### config.mk
export PLATFORM = sky130hd
export DESIGN_NAME = mbjet_mul
export DESIGN_NICKNAME = d
export VERILOG_FILES = /design/src/rtl/core/mbjet_pkg.sv /design/src/rtl/core/mbjet_mul.sv
export SDC_FILE = /design/constraint.sdc
export NUM_CORES = 2
export LEC_CHECK = 0
export ABC_AREA = 1
export BUFFER_PORTS_ARGS = -buffer_cell sky130_fd_sc_hd__buf_2
export CAP_MARGIN = 20
export CORE_MARGIN = 4
export CORE_UTILIZATION = 40
export CTS_CLUSTER_DIAMETER = 60
export DETAILED_ROUTE_END_ITERATION = 12
export GPL_ROUTABILITY_DRIVEN = 0
export PLACE_DENSITY = 0.63
export RECOVER_POWER = 50
export REMOVE_ABC_BUFFERS = 1
export SLEW_MARGIN = 20
export SYNTH_ARGS = -nofsm -noshare
export SYNTH_HDL_FRONTEND = slang
export SYNTH_SLANG_ARGS = --single-unit
### constraint.sdc
create_clock -name aclk -period 15.1 [get_ports aclk]
set_input_delay 1.51 -clock aclk [delete_from_list [all_inputs] [get_ports aclk]]
set_output_delay 1.51 -clock aclk [all_outputs]
set_load 0.005 [all_outputs]
### src/rtl/core/mbjet_pkg.sv
// ----------------------------------------------------------------------------
// mbjet_pkg
// Shared types, register indexes and helpers for the escape-time engine.
// ----------------------------------------------------------------------------
package mbjet_pkg;

    localparam int COORD_WIDTH = 32;
    localparam int ITER_WIDTH  = 16;
    localparam int QF          = 28;
    localparam int CFG_IDX_W   = 3;
    localparam int CFG_DATA_W  = 32;

    typedef enum logic [CFG_IDX_W-1:0] {
        REG_KIND  = 3'd0,
        REG_MAXIT = 3'd1,
        REG_FRE   = 3'd2,
        REG_FIM   = 3'd3,
        REG_BAIL  = 3'd4
    } cfg_index_t;

    localparam logic [2:0] KIND_JULIA = 3'd4;

    // sequencer states of the engine
    typedef enum logic [3:0] {
        ST_IDLE,
        ST_MAG_RE,
        ST_MAG_IM,
        ST_TEST,
        ST_MUL_RR,
        ST_MUL_II,
        ST_MUL_RI,
        ST_MUL_IR,
        ST_ROUND,
        ST_ADD,
        ST_DONE
    } state_t;

    // operation request to the shared multiplier
    typedef struct packed {
        logic        start;
        logic [63:0] a;
        logic [63:0] b;
    } mul_req_t;

    typedef struct packed {
        logic         done;
        logic [127:0] prod;
    } mul_rsp_t;

    function automatic logic signed [63:0] to_q28(input logic [COORD_WIDTH-1:0] v);
        logic signed [63:0] s;
        s = 64'(signed'(v));
        if (COORD_WIDTH - 4 >= QF)
            to_q28 = s >>> (COORD_WIDTH - 4 - QF);
        else
            to_q28 = s <<< (QF - (COORD_WIDTH - 4));
    endfunction

    // clamp a 128-bit signed value to +-lim
    function automatic logic signed [63:0] clamp128(input logic signed [127:0] x,
                                                    input logic signed [63:0] lim);
        if (x > 128'(lim))
            clamp128 = lim;
        else if (x < -128'(lim))
            clamp128 = -lim;
        else
            clamp128 = x[63:0];
    endfunction

endpackage

### src/rtl/core/mbjet_mul.sv
// ----------------------------------------------------------------------------
// mbjet_mul
// Iterative signed 64x64 multiplier: one 32x32 partial product per cycle.
// ----------------------------------------------------------------------------
module mbjet_mul (
    input  logic                aclk,
    input  logic                aresetn,
    input  mbjet_pkg::mul_req_t req,
    output mbjet_pkg::mul_rsp_t rsp
);
    logic [63:0]  ua_reg, ub_reg;
    logic         neg_reg;
    logic [1:0]   step_reg;
    logic         busy_reg;
    logic [127:0] acc_reg;
    logic         done_reg;
    logic [31:0]  pa, pb;
    logic [63:0]  pp;
    logic [127:0] sh;

    always_comb begin
        pa = step_reg[0] ? ua_reg[63:32] : ua_reg[31:0];
        pb = step_reg[1] ? ub_reg[63:32] : ub_reg[31:0];
        pp = 64'(pa) * 64'(pb);
        sh = 128'(pp) << (7'(step_reg[0]) * 7'd32 + 7'(step_reg[1]) * 7'd32);
    end

    always_ff @(posedge aclk) begin
        if (!aresetn) begin
            busy_reg <= 1'b0;
            done_reg <= 1'b0;
            step_reg <= 2'd0;
        end else begin
            done_reg <= 1'b0;
            if (req.start) begin
                busy_reg <= 1'b1;
                step_reg <= 2'd0;
                acc_reg  <= '0;
                ua_reg   <= req.a[63] ? 64'(-req.a) : req.a;
                ub_reg   <= req.b[63] ? 64'(-req.b) : req.b;
                neg_reg  <= req.a[63] ^ req.b[63];
            end else if (busy_reg) begin
                acc_reg  <= acc_reg + sh;
                step_reg <= step_reg + 2'd1;
                if (step_reg == 2'd3) begin
                    busy_reg <= 1'b0;
                    done_reg <= 1'b1;
                end
            end
        end
    end

    assign rsp.done = done_reg;
    assign rsp.prod = neg_reg ? 128'(-acc_reg) : acc_reg;
endmodule

==> flow_summary.toml <==
[status]
status = "complete, but fails checks"
failed_checks = "capacitance limit, slew limit"

[setup_path]
r2r_cells = 39
worstSetupPathType = "flop to flop"
endpoint_kind = "flop"
crit_fanout = 35
crit_arrival_ns = 13.77
r2r-end = "acc_reg[86]$_SDFFCE_PP0P_"
slowest_delay_ns = 0.76
cpMostUsedCell = "fa_1"
crit_required_ns = 15.57
rrSetupSlack_ns = 1.79
critPathLaunch = "step_reg[1]$_SDFFE_PP0P_"
reg2reg_from = "step_reg[1]$_SDFFE_PP0P_"
crit_slowest_cell = "clkinv_1"
crit_path_end = "acc_reg[86]$_SDFFCE_PP0P_"
crit_path_start_kind = "flop"

[floorplan]
dieWidth_um = 401
fp.coreArea_sq_um = 153000
std_cell_rows = 143
ioPinCount = 260
fp.dieH_um = 401
die-area_sq_um = 161000
start_util = 0.405

[clocking]
clock_sinks = 261
cts_max_path_buffers = 3
htree_levels = 2
hold_buffers = 0
cts_setup_buffers = 0
path_clk_slew_ns = 0.06
cts_inserted_buffers = 37
cts_root_buf = "clkbuf_16"
cts_resized = 0
insertion_delay_ns = 0.63
cts_tree = "built"

[sta]
relSlewSlack = -1.67
clock.fmax_ghz = 0.0751
layout_setup_ws_ns = 1.79
setup_violations = 0
fin_crit_sh = 0.881
final.setup.tns_ns = 0
rsz0062_at_grt = "no"
worst_clock_skew_ns = 0.0591
slew_violations = 337
period_needed_ns = 13.31
finalHoldViolations = 0
worstMarginPinSlew_ns = 4.00

[grt]
grt-ovfl-total = 0
grt_pass1_wl_um = 391000
grt_pass1_vias = 60000
grt_max_degree = 85
grtUsageTotal = 0.325
antenna_found_initial = 11

[final_layout]
utilization = 0.438
nFillCells = 15700
fin_nets = 10200
largest_reg_flops = 128
instances_no_fill = 10900
syn2layout_area_growth_pct = 8.27
drive_above_1_share = 0.0623

[logic_synthesis]
synth_flop_cell = "edfxtp_1"
synth.avg_cell_area_sq_um = 7.16
synth_edf_count = 257
synth.cell_area_sq_um = 61800
synthDistinctLibCells = 55
syn-instance-count = 8627
ys_warn_count = 0
async_flop_share = 0
ys_seq_area_frac = 0.126
ys_ff_latch = 261

[route]
postRouteAntennaNets = 0
wl_per_cell_um = 25.0
totalWireLength_um = 271000
first_pass_iters = 12
dr_total_vias = 63200
drtIter0Drc = 9497
viasPerCell = 5.82
post-route-drc-count = 0

[worst_hold_path]
hp-class = "flop to flop"

[run]
drv_cap = 8

[placement]
io_buffers = 259
place_ws_ns = 2.60
dp_hpwl_um = 223000
dp.cells = 10800
[layout make-up]
cell class                      instances  area (sq um)  area share
Clock inverter                         23           254     0.00380
Inverter                             1714          6440      0.0963
Antenna cell                            9          22.5    0.000337
Sequential cell                       261          7800       0.117
Timing Repair Buffer                  356          2030      0.0303
Multi-Input combinational cell       6417         46800       0.700
Tap cell                             2030          2540      0.0380
Clock buffer                           45           977      0.0146
[layer usage]
metal | wire, um | vias up | track usage
met4 | 18600 | 24 | 0.163
met1 | 103000 | 30200 | 0.438
met5 | 367 | - | 0.00476
met3 | 44500 | 1007 | 0.135
li1 | - | 27100 | -
met2 | 105000 | 4912 | 0.445
[cell families (layout without fill, tap and decap cells)]
family          Yosys count  count (layout)  share of synthesized area
compound gates         1174            1174                      0.101
buf+inv                1949            2138                      0.119
xor+xnor                284             284                     0.0403
other cells               0               9                          0
simple gates           3665            3665                      0.243
flops                   261             261                      0.126
mux                       3               3                   0.000486
fa+ha+maj              1291            1291                      0.371
[stage by stage]
step | instance area (sq um) | hold slack (ns)
3_3_place_gp | 65600 | 0.536
4_1_cts | 66900 | 0.576
2_1_floorplan | 60900 | 0.481
3_5_place_dp | 65600 | 0.570
5_1_grt | 66800 | 0.619
6_report | 66900 | 0.567
[cells in the mapped netlist (28+ instances only)]
cell,count,area share
fa_1,897,0.29
nand4_1,102,0.010
inv_1,1682,0.10
nor2_1,1572,0.096
nor4_1,77,0.0078
nand2_1,1483,0.090
or2_2,50,0.0051
a21oi_1,505,0.041
nor3_1,93,0.0075
ha_1,394,0.080
nand3_1,227,0.018
edfxtp_1,257,0.12
clkinv_1,29,0.0018
xor2_1,203,0.029
clkbuf_1,222,0.013
xnor2_1,81,0.011
o21ai_0,463,0.038
o21ai_1,62,0.0050
o21bai_1,28,0.0034
[cells in the final DEF, fill, tap and decap left out, types with 202 or more instances in the layout]
cell type and count:
inv_1 1678, nand2_1 1483, nand3_1 227, fa_1 897, buf_2 254, edfxtp_1 257, ha_1 394, xor2_1 202
o21ai_0 445, a21oi_1 506, nor2_1 1572
[worst min path at each step]
stage                         from                        to  cells past startpoint
2_1_floorplan  busy_reg$_SDFF_PN0_  step_reg[1]$_SDFFE_PP0P_                      1
3_3_place_gp   busy_reg$_SDFF_PN0_  step_reg[1]$_SDFFE_PP0P_                      2
3_5_place_dp   busy_reg$_SDFF_PN0_  step_reg[1]$_SDFFE_PP0P_                      2
4_1_cts        busy_reg$_SDFF_PN0_  step_reg[1]$_SDFFE_PP0P_                      2
5_1_grt        busy_reg$_SDFF_PN0_  step_reg[1]$_SDFFE_PP0P_                      1
6_report       busy_reg$_SDFF_PN0_       done_reg$_SDFF_PP0_                      2
[critical path, delay by kind of cell (launching register included)]
kind / cells / cell delay, ns
fa+ha+maj: 10 / 4.95
simple gates: 13 / 2.74
compound gates: 10 / 2.48
buf+inv: 5 / 2.12
xor+xnor: 1 / 0.50
flops: 1 / 0.31
Power is not shown: default switching activity piles up to over one toggle a cycle in this logic, so the estimate is an artifact.
